`src/rtl/core/srl_pkg.sv`:
```
// shared types, codes and helpers of the s-record loader
package srl_pkg;

    localparam int ADDR_W     = 18;
    localparam int OUTQ_DEPTH = 4;
    localparam int OUTQ_PTR_W = $clog2(OUTQ_DEPTH);
    localparam int OUTQ_CNT_W = $clog2(OUTQ_DEPTH + 1);

    localparam logic [ADDR_W-1:0] LOWEST_RESET = 18'h1fffe;

    localparam logic [7:0] CH_NL = 8'h0a;
    localparam logic [7:0] CH_S  = 8'h53;
    localparam logic [7:0] CH_1  = 8'h31;
    localparam logic [7:0] CH_2  = 8'h32;
    localparam logic [7:0] CH_3  = 8'h33;
    localparam logic [7:0] CH_7  = 8'h37;
    localparam logic [7:0] CH_8  = 8'h38;
    localparam logic [7:0] CH_9  = 8'h39;

    localparam logic [1:0] KIND_WRITE   = 2'd0;
    localparam logic [1:0] KIND_ERROR   = 2'd1;
    localparam logic [1:0] KIND_SUMMARY = 2'd2;

    localparam logic [1:0] ERR_NONE       = 2'd0;
    localparam logic [1:0] ERR_BAD_FORMAT = 2'd1;
    localparam logic [1:0] ERR_BAD_RECORD = 2'd2;
    localparam logic [1:0] ERR_TOO_LARGE  = 2'd3;

    typedef enum logic [2:0] {
        PH_LINE,
        PH_TYPE,
        PH_COUNT,
        PH_ADDR,
        PH_DATA,
        PH_SKIP,
        PH_DONE,
        PH_HALT
    } phase_t;

    typedef struct packed {
        logic [1:0]        kind;
        logic [ADDR_W-1:0] address;
        logic [7:0]        data_byte;
        logic [ADDR_W-1:0] lowest;
        logic [ADDR_W-1:0] image_end;
        logic [1:0]        error_code;
        logic              final_res;
    } result_t;

    typedef struct packed {
        logic [1:0] num;
        result_t    r0;
        result_t    r1;
    } push_t;

    // {valid, value} of one hex digit
    function automatic logic [4:0] hex_decode(input logic [7:0] c);
        logic [4:0] r;
        begin
            r = '0;
            if (c >= 8'h30 && c <= 8'h39) begin
                r = {1'b1, c[3:0]};
            end else if ((c >= 8'h41 && c <= 8'h46) || (c >= 8'h61 && c <= 8'h66)) begin
                r = {1'b1, 4'(c[3:0] + 4'd9)};
            end
            return r;
        end
    endfunction

endpackage

```
`src/rtl/core/srecord_loader.sv`:
```
// s-record loader top level
//
//   channel  direction  words                      handshake
//   s_       in         ch, last                   s_valid / s_ready
//   m_       out        one result per word        m_valid / m_ready
//   cfg_     in         lowest_initial             cfg_wr_en, no wait
//
// one character per cycle while s_ready is high; the parser state updates in the accepting cycle
// and its 0, 1 or 2 results enter a 4-word queue that drives the m_ ports
// s_ready drops only while the queue has fewer than two free words
// reset is synchronous and empties the queue; no clearing pass
// after a summary or error word, characters are taken and give nothing
module srecord_loader import srl_pkg::*; #(
    parameter int IMAGE_BYTES = 262144
) (
    input  logic              aclk,
    input  logic              aresetn,
    input  logic              s_valid,
    output logic              s_ready,
    input  logic [7:0]        s_ch,
    input  logic              s_last,
    output logic              m_valid,
    input  logic              m_ready,
    output logic [1:0]        m_kind,
    output logic [ADDR_W-1:0] m_address,
    output logic [7:0]        m_data_byte,
    output logic [ADDR_W-1:0] m_lowest,
    output logic [ADDR_W-1:0] m_image_end,
    output logic [1:0]        m_error_code,
    output logic              m_final_res,
    input  logic              cfg_wr_en,
    input  logic [ADDR_W-1:0] cfg_wr_data
);

    push_t   push;
    result_t head;
    logic    room;

    assign s_ready = room;

    srl_parser #(
        .IMAGE_BYTES(IMAGE_BYTES)
    ) u_parser (
        .aclk       (aclk),
        .aresetn    (aresetn),
        .step_en    (s_valid && s_ready),
        .ch         (s_ch),
        .last       (s_last),
        .cfg_wr_en  (cfg_wr_en),
        .cfg_wr_data(cfg_wr_data),
        .push       (push)
    );

    srl_outq u_outq (
        .aclk   (aclk),
        .aresetn(aresetn),
        .push   (push),
        .room   (room),
        .m_valid(m_valid),
        .m_ready(m_ready),
        .head   (head)
    );

    assign m_kind       = head.kind;
    assign m_address    = head.address;
    assign m_data_byte  = head.data_byte;
    assign m_lowest     = head.lowest;
    assign m_image_end  = head.image_end;
    assign m_error_code = head.error_code;
    assign m_final_res  = head.final_res;

endmodule

```
`src/rtl/core/srl_parser.sv`:
```
// per-character record parser: state registers and result generation
module srl_parser import srl_pkg::*; #(
    parameter int IMAGE_BYTES = 262144
) (
    input  logic              aclk,
    input  logic              aresetn,
    input  logic              step_en,
    input  logic [7:0]        ch,
    input  logic              last,
    input  logic              cfg_wr_en,
    input  logic [ADDR_W-1:0] cfg_wr_data,
    output push_t             push
);

    phase_t            phase_reg, phase_next, phase_mid;
    logic [2:0]        alen_reg, alen_next;
    logic [3:0]        hi_reg, hi_next;
    logic              nib_reg, nib_next;
    logic [2:0]        abl_reg, abl_next;
    logic [7:0]        dl_reg, dl_next;
    logic [31:0]       acc_reg, acc_next;
    logic [ADDR_W-1:0] lowest_reg, lowest_next;
    logic [ADDR_W-1:0] end_reg, end_next;

    logic [4:0]        hex;
    logic              hex_ok;
    logic              byte_done;
    logic [7:0]        byte_val;
    logic [31:0]       acc_shift;
    logic [2:0]        abl_dec;
    logic [7:0]        dl_count;
    logic              big;
    logic              ev_fail1, ev_fail2, ev_fail3, ev_stop, ev_write, ev_finish;
    logic [ADDR_W-1:0] acc_fin;
    logic [ADDR_W-1:0] lowest_step, end_step;

    logic              main_emit, tail_emit;
    result_t           main_res, tail_res;

    // decode of the current character against the current phase
    always_comb begin
        hex       = hex_decode(ch);
        hex_ok    = hex[4];
        byte_done = hex_ok && nib_reg;
        byte_val  = {hi_reg, hex[3:0]};
        acc_shift = {acc_reg[23:0], byte_val};
        abl_dec   = abl_reg - 3'd1;
        dl_count  = (byte_val > {5'b0, alen_reg}) ? byte_val - 8'd1 - {5'b0, alen_reg} : '0;
        big       = ({1'b0, acc_shift} + {25'b0, dl_reg}) >= 33'(IMAGE_BYTES);
        ev_fail1  = 1'b0;
        ev_fail2  = 1'b0;
        ev_fail3  = 1'b0;
        ev_stop   = 1'b0;
        ev_write  = 1'b0;
        ev_finish = 1'b0;
        acc_fin   = acc_shift[ADDR_W-1:0];
        phase_mid = phase_reg;
        unique case (phase_reg)
            PH_LINE: begin
                if (ch != CH_NL) begin
                    if (ch != CH_S) begin
                        ev_fail1  = 1'b1;
                        phase_mid = PH_HALT;
                    end else begin
                        phase_mid = PH_TYPE;
                    end
                end
            end
            PH_TYPE: begin
                if (ch == CH_7 || ch == CH_8 || ch == CH_9) begin
                    ev_stop   = 1'b1;
                    phase_mid = PH_DONE;
                end else if (ch == CH_NL) begin
                    ev_fail2  = 1'b1;
                    phase_mid = PH_HALT;
                end else begin
                    phase_mid = PH_COUNT;
                end
            end
            PH_COUNT: begin
                if (!hex_ok) begin
                    ev_fail2  = 1'b1;
                    phase_mid = PH_HALT;
                end else if (nib_reg) begin
                    phase_mid = (alen_reg == 3'd0) ? PH_SKIP : PH_ADDR;
                end
            end
            PH_ADDR: begin
                if (!hex_ok) begin
                    ev_fail2  = 1'b1;
                    phase_mid = PH_HALT;
                end else if (byte_done && abl_dec == 3'd0) begin
                    if (big) begin
                        ev_fail3  = 1'b1;
                        phase_mid = PH_HALT;
                    end else if (dl_reg == 8'd0) begin
                        ev_finish = 1'b1;
                        phase_mid = PH_SKIP;
                    end else begin
                        phase_mid = PH_DATA;
                    end
                end
            end
            PH_DATA: begin
                acc_fin = acc_reg[ADDR_W-1:0] + 18'd1;
                if (!hex_ok) begin
                    ev_fail2  = 1'b1;
                    phase_mid = PH_HALT;
                end else if (byte_done) begin
                    ev_write = 1'b1;
                    if (dl_reg == 8'd1) begin
                        ev_finish = 1'b1;
                        phase_mid = PH_SKIP;
                    end
                end
            end
            PH_SKIP: begin
                if (ch == CH_NL) begin
                    phase_mid = PH_LINE;
                end
            end
            PH_DONE, PH_HALT: begin
                phase_mid = phase_reg;
            end
        endcase
        lowest_step = (ev_write && acc_reg < {14'b0, lowest_reg}) ?
                      acc_reg[ADDR_W-1:0] : lowest_reg;
        end_step    = (ev_finish && acc_fin > end_reg) ? acc_fin : end_reg;
    end

    // next state
    always_comb begin
        phase_next  = phase_mid;
        alen_next   = alen_reg;
        hi_next     = hi_reg;
        nib_next    = nib_reg;
        abl_next    = abl_reg;
        dl_next     = dl_reg;
        acc_next    = acc_reg;
        unique case (phase_reg)
            PH_TYPE: begin
                nib_next  = 1'b0;
                alen_next = (ch == CH_1) ? 3'd2 : (ch == CH_2) ? 3'd3 :
                            (ch == CH_3) ? 3'd4 : 3'd0;
            end
            PH_COUNT, PH_ADDR, PH_DATA: begin
                if (hex_ok) begin
                    if (!nib_reg) begin
                        hi_next  = hex[3:0];
                        nib_next = 1'b1;
                    end else begin
                        nib_next = 1'b0;
                        if (phase_reg == PH_COUNT) begin
                            dl_next  = dl_count;
                            abl_next = alen_reg;
                            acc_next = '0;
                        end else if (phase_reg == PH_ADDR) begin
                            acc_next = acc_shift;
                            abl_next = abl_dec;
                        end else begin
                            acc_next = acc_reg + 32'd1;
                            dl_next  = dl_reg - 8'd1;
                        end
                    end
                end
            end
            PH_LINE, PH_SKIP, PH_DONE, PH_HALT: begin
                nib_next = nib_reg;
            end
        endcase
        if (last && phase_mid != PH_DONE && phase_mid != PH_HALT) begin
            phase_next = (phase_mid == PH_LINE || phase_mid == PH_SKIP) ? PH_DONE : PH_HALT;
        end
        lowest_next = cfg_wr_en ? cfg_wr_data : (step_en ? lowest_step : lowest_reg);
        end_next    = step_en ? end_step : end_reg;
    end

    // results of this character
    always_comb begin
        main_emit = ev_fail1 || ev_fail2 || ev_fail3 || ev_stop || ev_write;
        tail_emit = last && phase_mid != PH_DONE && phase_mid != PH_HALT;

        main_res            = '0;
        main_res.lowest     = lowest_step;
        main_res.image_end  = end_step;
        if (ev_write) begin
            main_res.kind      = KIND_WRITE;
            main_res.address   = acc_reg[ADDR_W-1:0];
            main_res.data_byte = byte_val;
            main_res.image_end = end_reg;
        end else if (ev_stop) begin
            main_res.kind = KIND_SUMMARY;
        end else begin
            main_res.kind       = KIND_ERROR;
            main_res.error_code = ev_fail1 ? ERR_BAD_FORMAT :
                                  ev_fail3 ? ERR_TOO_LARGE : ERR_BAD_RECORD;
        end

        tail_res           = '0;
        tail_res.lowest    = lowest_step;
        tail_res.image_end = end_step;
        tail_res.final_res = 1'b1;
        if (phase_mid == PH_LINE || phase_mid == PH_SKIP) begin
            tail_res.kind = KIND_SUMMARY;
        end else begin
            tail_res.kind       = KIND_ERROR;
            tail_res.error_code = ERR_BAD_RECORD;
        end

        push    = '0;
        push.r1 = tail_res;
        if (main_emit) begin
            push.r0           = main_res;
            push.r0.final_res = !tail_emit;
        end else begin
            push.r0 = tail_res;
        end
        if (step_en) begin
            push.num = 2'(main_emit) + 2'(tail_emit);
        end
    end

    always_ff @(posedge aclk) begin
        if (!aresetn) begin
            phase_reg  <= PH_LINE;
            alen_reg   <= '0;
            hi_reg     <= '0;
            nib_reg    <= 1'b0;
            abl_reg    <= '0;
            dl_reg     <= '0;
            acc_reg    <= '0;
            lowest_reg <= LOWEST_RESET;
            end_reg    <= '0;
        end else begin
            if (step_en) begin
                phase_reg <= phase_next;
                alen_reg  <= alen_next;
                hi_reg    <= hi_next;
                nib_reg   <= nib_next;
                abl_reg   <= abl_next;
                dl_reg    <= dl_next;
                acc_reg   <= acc_next;
            end
            lowest_reg <= lowest_next;
            end_reg    <= end_next;
        end
    end

endmodule

```
`src/rtl/core/srl_outq.sv`:
```
// result queue: takes up to two words a cycle, hands out one while m_ready is high
module srl_outq import srl_pkg::*; (
    input  logic    aclk,
    input  logic    aresetn,
    input  push_t   push,
    output logic    room,
    output logic    m_valid,
    input  logic    m_ready,
    output result_t head
);

    result_t               q_mem [OUTQ_DEPTH];
    logic [OUTQ_PTR_W-1:0] wr_ptr_reg, rd_ptr_reg;
    logic [OUTQ_CNT_W-1:0] cnt_reg, cnt_next;
    logic                  pop;

    assign m_valid  = cnt_reg != '0;
    assign room     = cnt_reg <= OUTQ_CNT_W'(OUTQ_DEPTH - 2);
    assign head     = q_mem[rd_ptr_reg];
    assign pop      = m_valid && m_ready;
    assign cnt_next = cnt_reg + OUTQ_CNT_W'(push.num) - OUTQ_CNT_W'(pop);

    always_ff @(posedge aclk) begin
        if (!aresetn) begin
            wr_ptr_reg <= '0;
            rd_ptr_reg <= '0;
            cnt_reg    <= '0;
        end else begin
            wr_ptr_reg <= wr_ptr_reg + OUTQ_PTR_W'(push.num);
            rd_ptr_reg <= rd_ptr_reg + OUTQ_PTR_W'(pop);
            cnt_reg    <= cnt_next;
        end
    end

    always_ff @(posedge aclk) begin
        if (push.num != 2'd0) begin
            q_mem[wr_ptr_reg] <= push.r0;
        end
        if (push.num == 2'd2) begin
            q_mem[wr_ptr_reg + OUTQ_PTR_W'(1)] <= push.r1;
        end
    end

endmodule

```
`config.mk`:
```
export PLATFORM = sky130hd
export DESIGN_NAME = srecord_loader
export DESIGN_NICKNAME = d
export VERILOG_FILES = /design/src/rtl/core/srl_pkg.sv /design/src/rtl/core/srecord_loader.sv /design/src/rtl/core/srl_parser.sv /design/src/rtl/core/srl_outq.sv
export SDC_FILE = /design/constraint.sdc
export NUM_CORES = 1
export LEC_CHECK = 0
export BUFFER_PORTS_ARGS = -buffer_cell sky130_fd_sc_hd__clkbuf_2
export CELL_PAD_IN_SITES_DETAIL_PLACEMENT = 1
export CELL_PAD_IN_SITES_GLOBAL_PLACEMENT = 1
export CORE_MARGIN = 5
export CORE_UTILIZATION = 40
export DETAILED_ROUTE_END_ITERATION = 8
export MAX_ROUTING_LAYER = met4
export PLACE_DENSITY = 0.77
export REMOVE_ABC_BUFFERS = 1
export SETUP_SLACK_MARGIN = 0.02
export SLEW_MARGIN = 10
export SYNTH_ARGS = -nofsm -noshare
export SYNTH_HDL_FRONTEND = slang
export SYNTH_SLANG_ARGS = --single-unit
export TNS_END_PERCENT = 30
```
`constraint.sdc`:
```
create_clock -name aclk -period 13.6 [get_ports aclk]
set_clock_uncertainty 0.1 [all_clocks]
set_input_delay 0.68 -clock aclk [delete_from_list [all_inputs] [get_ports aclk]]
set_output_delay 0.68 -clock aclk [all_outputs]
set_load 0.05 [all_outputs]
```
; ---- Yosys cells after proc, flatten, opt, wreduce, memory -nomap -nowiden
; Memories as Yosys holds them, arrays and structs flattened. A register that Yosys moved wholly into a read port is not among the register bits.
; Cells that the tools add are included.
[word_totals]
register_bits = 97
ramBits = 268
inputBits = 32
mem_count = 1
[memory_table]
columns = memory, words, word_bits, rd, rd_ports_with_merged_regs, wr, line
row1 = u_outq.q_mem, 4, 67, 1, 1, 2, srl_outq.sv:12  ; result_t q_mem [OUTQ_DEPTH];
[op_classes]
addsub = 14
magnitude_cmp = 11
n_eq_ne = 23
mux = 79
bitwise_logic = 2
reduce_logical = 38
[ops]
columns = cell, count
row1 = $mux W18, 6
row2 = $mux W67, 1
row3 = $mux W32, 2
row4 = $mux W3, 20
row5 = $eq A8 B6 Y1 const B, 6
row6 = $add A32 B8 Y33, 1
row7 = $ge A33 B19 Y1 const B, 1
row8 = $add A32 B1 Y32 const B, 1
row9 = $lt A32 B18 Y1, 1
row10 = $mux W1, 31
row11 = $mux W26, 1
row12 = $mux W8, 3
row13 = $pmux W3 S7, 1
row14 = $add A18 B1 Y18 const B, 1
row15 = $gt A18 B18 Y1, 1
row16 = $mux W2, 9
row17 = $ge A8 B7 Y1 const B, 2
row18 = $le A8 B7 Y1 const B, 2
row19 = $sub A8 B1 Y8 const B, 2
row20 = $eq A3 B3 Y1 const B, 5
row21 = $logic_not A3 Y1, 4
row22 = $logic_and A1 B1 Y1, 11
row23 = $mux W5, 2
row24 = $reduce_and A5 Y1, 2
row25 = other kinds (35), 51

; ---- Logic depth before layout (Yosys ltp)
; Gate-level depths: netlist of the first run.
[logic_depth]
depth_word = 19
ltp_mapped = 29
ltp_nobuf = 28

; ---- By module
; From an unflattened synthesis of the first run, not the netlist that was laid out.
[unflattened]
hier_cells = 1927
area_unflattened_um2 = 22444.0
[by_module_without_submodules]
columns = module, n_inst, cells_per_inst, area_each_um2, seq_area_each_um2
row1 = srl_outq, 1, 697, 13454.2, 8187.9
row2 = srl_parser, 1, 1229, 8983.6, 1801.7
row3 = srecord_loader, 1, 1, 6.3, 0.0

; ---- Least setup slack after synthesis of the first run
; OpenSTA, ideal clock, no wires.
[synth_path]
path_kind = input-to-reg
start = in s_ch[7]
end = mem u_outq.q_mem[1][10] (netlist name) (enable)
setup_ps = 393
t_arrival_ps = 6904
t_required_ps = 13107
setup_slack_ps = 6202
cell_stages = 20
n_path_buf = 3
path_cell_list = or4b_1 -> a311oi_1 -> nor2_1 -> clkbuf_1 -> nor2_1 -> ha_1 -> a21oi_1 -> a21oi_1 -> or3_1 -> or3_1 -> and3_1 -> a2111oi_4 -> nand2_1 -> a2111oi_2 -> ha_1 -> buf_2 -> nor4_1 -> nor2_1 -> clkbuf_1 -> inv_1
[synth_rtl]
columns = item, line
row1 = start: declaration, srecord_loader.sv:20  ; input logic [7:0] s_ch,
row2 = end: declaration, srl_outq.sv:12

==> impl_metrics.json, run 1 <==
{
  "utilization_pct": 45.64,
  "synth_flop_cell": "dfxtp_1",
  "drive_gt1_share_pct": 15.46,
  "coreArea_mm2": 0.04785,
  "cts-buffers-inserted": 42,
  "die_w_um": 230.2,
  "reg2reg_to": "u_outq.q_mem[0][17]",
  "regToRegSetupSlack_ns": 6.82,
  "power.density_mw_per_mm2": 164.2,
  "htreeDepth": 2,
  "seqCellArea_mm2": 0.008876,
  "die_y_um": 230.2,
  "reg2reg_depth": 16,
  "synth_cells": 1984,
  "cts.sinks": 365,
  "start_util_pct": 40.54,
  "track_usage_pct": 25.25,
  "ioPinCount": 101,
  "fill_cells": 5318,
  "clk_latency_ns": 0.59,
  "antenna_found_initial": 1,
  "drc": 0,
  "vias_per_cell": 6.179,
  "hold_start": "cfg_wr_data[0]",
  "slew_headroom_pct": 19.78,
  "hold_path_end": "u_parser.lowest_reg[0]",
  "grt_pass1_wl_um": 102900,
  "crit_arrival_ns": 8.36,
  "nets": 2108,
  "drt_wl_total_um": 66070,
  "cp-start-kind": "primary input",
  "largest_register_ff_count": 268,
  "max_freq_mhz": 124.8,
  "power_mw": 3.585,
  "synth_top_cell_by_area": "edfxtp_1",
  "p_leak_nw": 7.929,
  "synth.top_cells.by_count": "dfxtp_1 (209), o21ai_0 (196), nand2_1 (167)",
  "routedWlPerCell_um": 24.84,
  "cts_tree": "built",
  "synth-edff-count": 156,
  "synth_area_mm2": 0.01940,
  "grt_setup_unrepaired": "false",
  "synth_area_leaders": "edfxtp_1 (24%), dfxtp_1 (22%), mux4_2 (7.8%), o21ai_0 (5.1%), ha_1 (4.1%)",
  "dieArea_mm2": 0.05300,
  "path_max_fanout": 27,
  "place_area_mm2": 0.02032,
  "cts_root_buffer": "clkbuf_16",
  "clkTransAtPathRegs_ns": 0.06,
  "setup-violations-final": 0,
  "cts_hold_buf": 0,
  "ys_seq_area_share_pct": 45.72,
  "tightest_slew_ns": 1.203,
  "synth_most_common_cell": "dfxtp_1",
  "slew_viol_final": 0,
  "finalSetupTns_ns": 0,
  "ant_nets": 0,
  "num_rows": 80,
  "yosys_register_bits": 365,
  "finalHoldViolations": 0,
  "crit_type": "primary input to flop",
  "design_area_mm2": 0.02184,
  "run_status": "finished clean",
  "cap_viol_max_count": 0,
  "port_buffers": 100,
  "ctsResizeCount": 0,
  "yosysTopAreaCellShare_pct": 24.15,
  "overflow": 0,
  "synth_cell_types": 87,
  "worstSetupEndpointType": "flop",
  "first_iter_violations": 1417,
  "worstPathRequired_ns": 13.95,
  "post-route-period-util_pct": 58.92,
  "cts_max_path_buffers": 3,
  "irDropWorstVdd_uv": 108.6,
  "min_path_type": "primary input to flop",
  "post_cts_buffers": 0,
  "area_growth_pct": 12.57,
  "grt_pass1_vias": 17450,
  "whs_path_depth": 3,
  "syn_avg_cell_area_um2": 9.777,
  "grt_max_degree": 60,
  "period_minus_slack_ns": 8.014,
  "async_flop_share_pct": 0,
  "vias": 16440,
  "multi_input_area_mm2": 0.009623,
  "ys_warn_count": 0,
  "reg2reg_from": "u_parser.acc_reg[3]",
  "hpwl_um": 42690,
  "first_pass_iters": 5,
  "gp_congestion": 0.9215
}
stage by stage:
stage	hold slack (ns)	worst slack, ns	cells
after global routing	0.2876	4.994	2660
final	0.3060	5.586	2660
after CTS	0.2765	5.795	2659
after detailed placement	0.3459	5.151	2581
after floorplan	0.3198	6.180	1829
after global placement	0.3333	5.593	2581
where the power goes:
part           leakage (nW)  switching, mW  internal (mW)
logic                  4.17          0.736          0.274
clock network         0.736          0.482          0.747
registers              3.03         0.0734           1.27
final cells by class:
class,count,share of cell area [%]
repair buffers,137,3.564
diodes,1,0.01146
clock inverters,21,1.536
multi-input cells,1391,44.07
flip-flops and latches,365,40.65
well taps,615,3.524
inverters,73,1.255
clock buffers,57,5.392
layout by cell type (no fill, tap or decap), types with 6 or more instances in the layout:
cell | Yosys | layout
a211oi_1 | 14 | 14
a21boi_0 | 10 | 10
a21o_1 | 15 | 15
a21oi_1 | 110 | 110
a22o_1 | 73 | 73
a22oi_1 | 16 | 16
a31oi_1 | 11 | 11
and2_1 | 27 | 27
and3_1 | 9 | 9
buf_4 | 6 | 37
bufinv_16 | 0 | 7
clkbuf_1 | 104 | 8
clkbuf_16 | 0 | 42
clkbuf_2 | 2 | 99
clkbuf_8 | 0 | 7
clkinv_2 | 0 | 6
dfxtp_1 | 209 | 207
edfxtp_1 | 156 | 156
ha_1 | 63 | 63
inv_1 | 72 | 72
mux2i_1 | 21 | 21
mux4_2 | 67 | 67
nand2_1 | 167 | 163
nand3_1 | 147 | 145
nand3b_1 | 22 | 22
nand4_1 | 20 | 20
nor2_1 | 163 | 161
nor2b_1 | 23 | 23
nor3_1 | 28 | 27
nor4_1 | 15 | 15
o211ai_1 | 7 | 7
o21ai_0 | 196 | 196
o21ai_1 | 18 | 18
o31ai_1 | 8 | 8
or3_1 | 11 | 11
xnor2_1 | 21 | 21
xor2_1 | 14 | 14
how the worst max path moves through the flow:
stage | from | to | slack (ns) | cells past startpoint
finish | s_ch[3] | u_outq.q_mem[0][17] | 5.59 | 21
global route | s_ch[1] | u_outq.q_mem[0][16] | 4.99 | 23
CTS | s_ch[3] | u_outq.q_mem[0][16] | 5.79 | 21
detailed placement | s_ch[1] | u_outq.q_mem[0][16] | 5.15 | 23
global placement | s_ch[3] | u_outq.q_mem[0][13] | 5.59 | 21
floorplan | s_ch[7] | u_outq.q_mem[1][10] | 6.18 | 17
critical path, stage by stage:
cell       delay, ns
clkbuf_2        0.14
or4b_1          0.56
a311oi_1        0.49
nor2_1          0.32
nor2_1          0.58
ha_1            0.38
a21oi_1         0.16
a21oi_1         0.12
or3_1           0.43
or3_1           0.32
and3_1          0.22
a2111oi_4       0.25
nand2_1         0.23
a2111oi_2       0.52
ha_1            0.26
nand2_1         0.19
nor2_1          0.37
nand3_2         0.73
o21ai_0         0.38
and2_1          0.74
a22o_1          0.26
per-layer routing:
metal | GRT usage [%] | share of wire [%] | up-vias
met5 | - | 0 | -
met3 | 4.824 | 6.5 | 132
li1 | - | - | 7370
met2 | 41.64 | 49 | 582
met1 | 31.37 | 42 | 8353
met4 | 8.649 | 3.1 | 0
cells by family after synthesis:
logic type	after synthesis	share of synthesized area, %
fa+ha+maj	66	4.373
xor+xnor	35	1.580
buf+inv	228	4.973
flops	365	45.72
simple gates	670	16.93
mux	90	8.979
compound gates	530	17.45
Note: power is estimated with default switching activity, not from simulation.
==> run 2, diff against run 1 <==
==> constraint.sdc (replaced) <==
create_clock -name aclk -period 7.9 [get_ports aclk]
set_clock_uncertainty 0.1 [all_clocks]
set_input_delay 0.395 -clock aclk [delete_from_list [all_inputs] [get_ports aclk]]
set_output_delay 0.395 -clock aclk [all_outputs]
set_load 0.05 [all_outputs]
==> impl_metrics.json, run 2 (synthesized netlist as in run 1, its figures left out) <==
{
  "run_status": "finished clean",
  "place_area_mm2": 0.02034,
  "drc": 0,
  "tightest_slew_ns": 1.252,
  "antenna_found_initial": 0,
  "worst-path-buf-inv": 4,
  "dieArea_mm2": 0.05300,
  "cts-buffers-inserted": 41,
  "grt_pass1_vias": 17150,
  "slew_headroom_pct": 16.36,
  "finalSetupTns_ns": 0,
  "cts_max_path_buffers": 3,
  "regToRegSetupSlack_ns": 1.52,
  "first_pass_iters": 5,
  "antenna_cells": 0,
  "vias": 16140,
  "crit_type": "primary input to flop",
  "seqCellArea_mm2": 0.008876,
  "vias_per_cell": 6.070,
  "crit_arrival_ns": 7.14,
  "start_util_pct": 40.54,
  "worstSetupEndpointType": "flop",
  "coreArea_mm2": 0.04785,
  "finalHoldViolations": 0,
  "cp-start-kind": "primary input",
  "setup-violations-final": 0,
  "ioPinCount": 101,
  "multi_input_area_mm2": 0.009615,
  "first_iter_violations": 1365,
  "worst_path_max_delay_cell": "a22oi_1",
  "hpwl_um": 42500,
  "overflow": 0,
  "crit_family": "compound AO/OA/AOI/OAI gates",
  "period_minus_slack_ns": 6.916,
  "ant_nets": 0,
  "drt_wl_total_um": 63470,
  "min_path_type": "primary input to flop",
  "cts.sinks": 365,
  "fill_cells": 5352,
  "wl_met3_um": 3153,
  "p_leak_nw": 7.826,
  "htreeDepth": 2,
  "route.met2.wl_um": 31660,
  "final_cell_mix": "dfxtp_1 (207), o21ai_0 (196), nand2_1 (164)",
  "worstPathCellList": "clkbuf_2 -> inv_1 -> ha_1 -> nor3b_1 -> a311oi_1 -> a22oi_1 -> inv_1 -> ha_1 -> a211oi_1 -> or4b_4 -> a2111oi_1 -> xnor2_1 -> o2111ai_1 -> nor3_2 -> nand2_1 -> a2111oi_2 -> ha_1 -> o21ai_0 -> nor2_1 -> nor2_1 -> buf_4 -> o22ai_4 -> a22o_1",
  "crit_top_cell": "ha_1",
  "wl_met1_um": 26830,
  "die_y_um": 230.2,
  "path_max_fanout": 20,
  "slew_viol_final": 0,
  "irDropWorstVdd_uv": 155.6,
  "maxUsedRoutingLayer": "met4",
  "critical_path.max_stage_delay_ns": 0.58,
  "cts_root_buffer": "clkbuf_16",
  "design_area_mm2": 0.02161,
  "cap_viol_max_count": 0,
  "track_usage_pct": 24.24,
  "die_w_um": 230.2,
  "routedWlPerCell_um": 23.88,
  "grt_max_degree": 71,
  "grt_pass1_wl_um": 99710,
  "clkTransAtPathRegs_ns": 0.06,
  "num_rows": 80,
  "final_common_cell": "dfxtp_1",
  "largest_register_ff_count": 268,
  "area_growth_pct": 11.42,
  "gp_congestion": 0.9009,
  "power.density_mw_per_mm2": 274.1,
  "cts_tree": "built",
  "nets": 2112,
  "max_freq_mhz": 144.6,
  "worstPathRequired_ns": 8.12,
  "post-route-period-util_pct": 87.55,
  "clk_latency_ns": 0.58,
  "grt_setup_unrepaired": "false",
  "port_buffers": 100,
  "drive_gt1_share_pct": 14.93
}
## run 2: path summary, 6_finish.rpt
kind	end	depth (start not counted)	start
max reg2reg	u_outq.q_mem[2][12]	15	u_parser.acc_reg[2]
max	u_outq.q_mem[3][12]	23	s_ch[1]
min reg2reg	u_outq.q_mem[0][1]	2	u_outq.q_mem[0][1]
min	u_parser.lowest_reg[0]	3	cfg_wr_data[0]
## run 2: layout make-up
class                           count  area share [%]
Multi-Input combinational cell   1391           44.49
Sequential cell                   365           41.07
Clock buffer                       57           5.118
Timing Repair Buffer              142           3.786
Tap cell                          615           3.560
Inverter                           73           1.268
Clock inverter                     15          0.7121
## run 2: power by group
part	switching, mW	internal (mW)
Clock	0.798	1.05
Sequential	0.125	2.19
Combinational	1.28	0.481
Total	2.20	3.72
## run 2: worst register-to-register path: cells and delay by family, from the launching register on
kind                     cells  cell delay [ns]
flip-flops                   1             0.70
XOR/XNOR                     1             0.23
adder cells (fa/ha/maj)      1             0.35
AO/OA/AOI/OAI                5             2.40
AND/OR/NAND/NOR              8             2.46
## run 2: repair_timing
| action | in CTS | in global routing |
|---|---|---|
| hold buffers | 1 | 0 |
| resized for setup | 0 | 0 |
| endpoints found under the hold margin | 1 | 0 |
| buffers inserted | 0 | 0 |
## run 2: through the flow
stage | hold WS [ns] | utilization [%] | power [mW] | setup WS (ns) | instances
floorplan | 0.3198 | - | 3.517 | 0.7650 | 1829
global placement | 0.3353 | 42.52 | 4.054 | 0.8488 | 2585
detailed placement | 0.3448 | 42.52 | 4.113 | 0.4663 | 2585
CTS | 0.03663 | 45.17 | 5.960 | 1.009 | 2658
global route | 0.06435 | 45.17 | 6.146 | 0.4398 | 2658
finish | 0.06309 | 45.17 | 5.923 | 0.9839 | 2658
## run 2: layer usage
metal,up-vias,GRT usage (%)
met5,-,-
met4,0,8.014
met3,119,3.022
met2,467,41.66
met1,8174,29.83
li1,7375,-
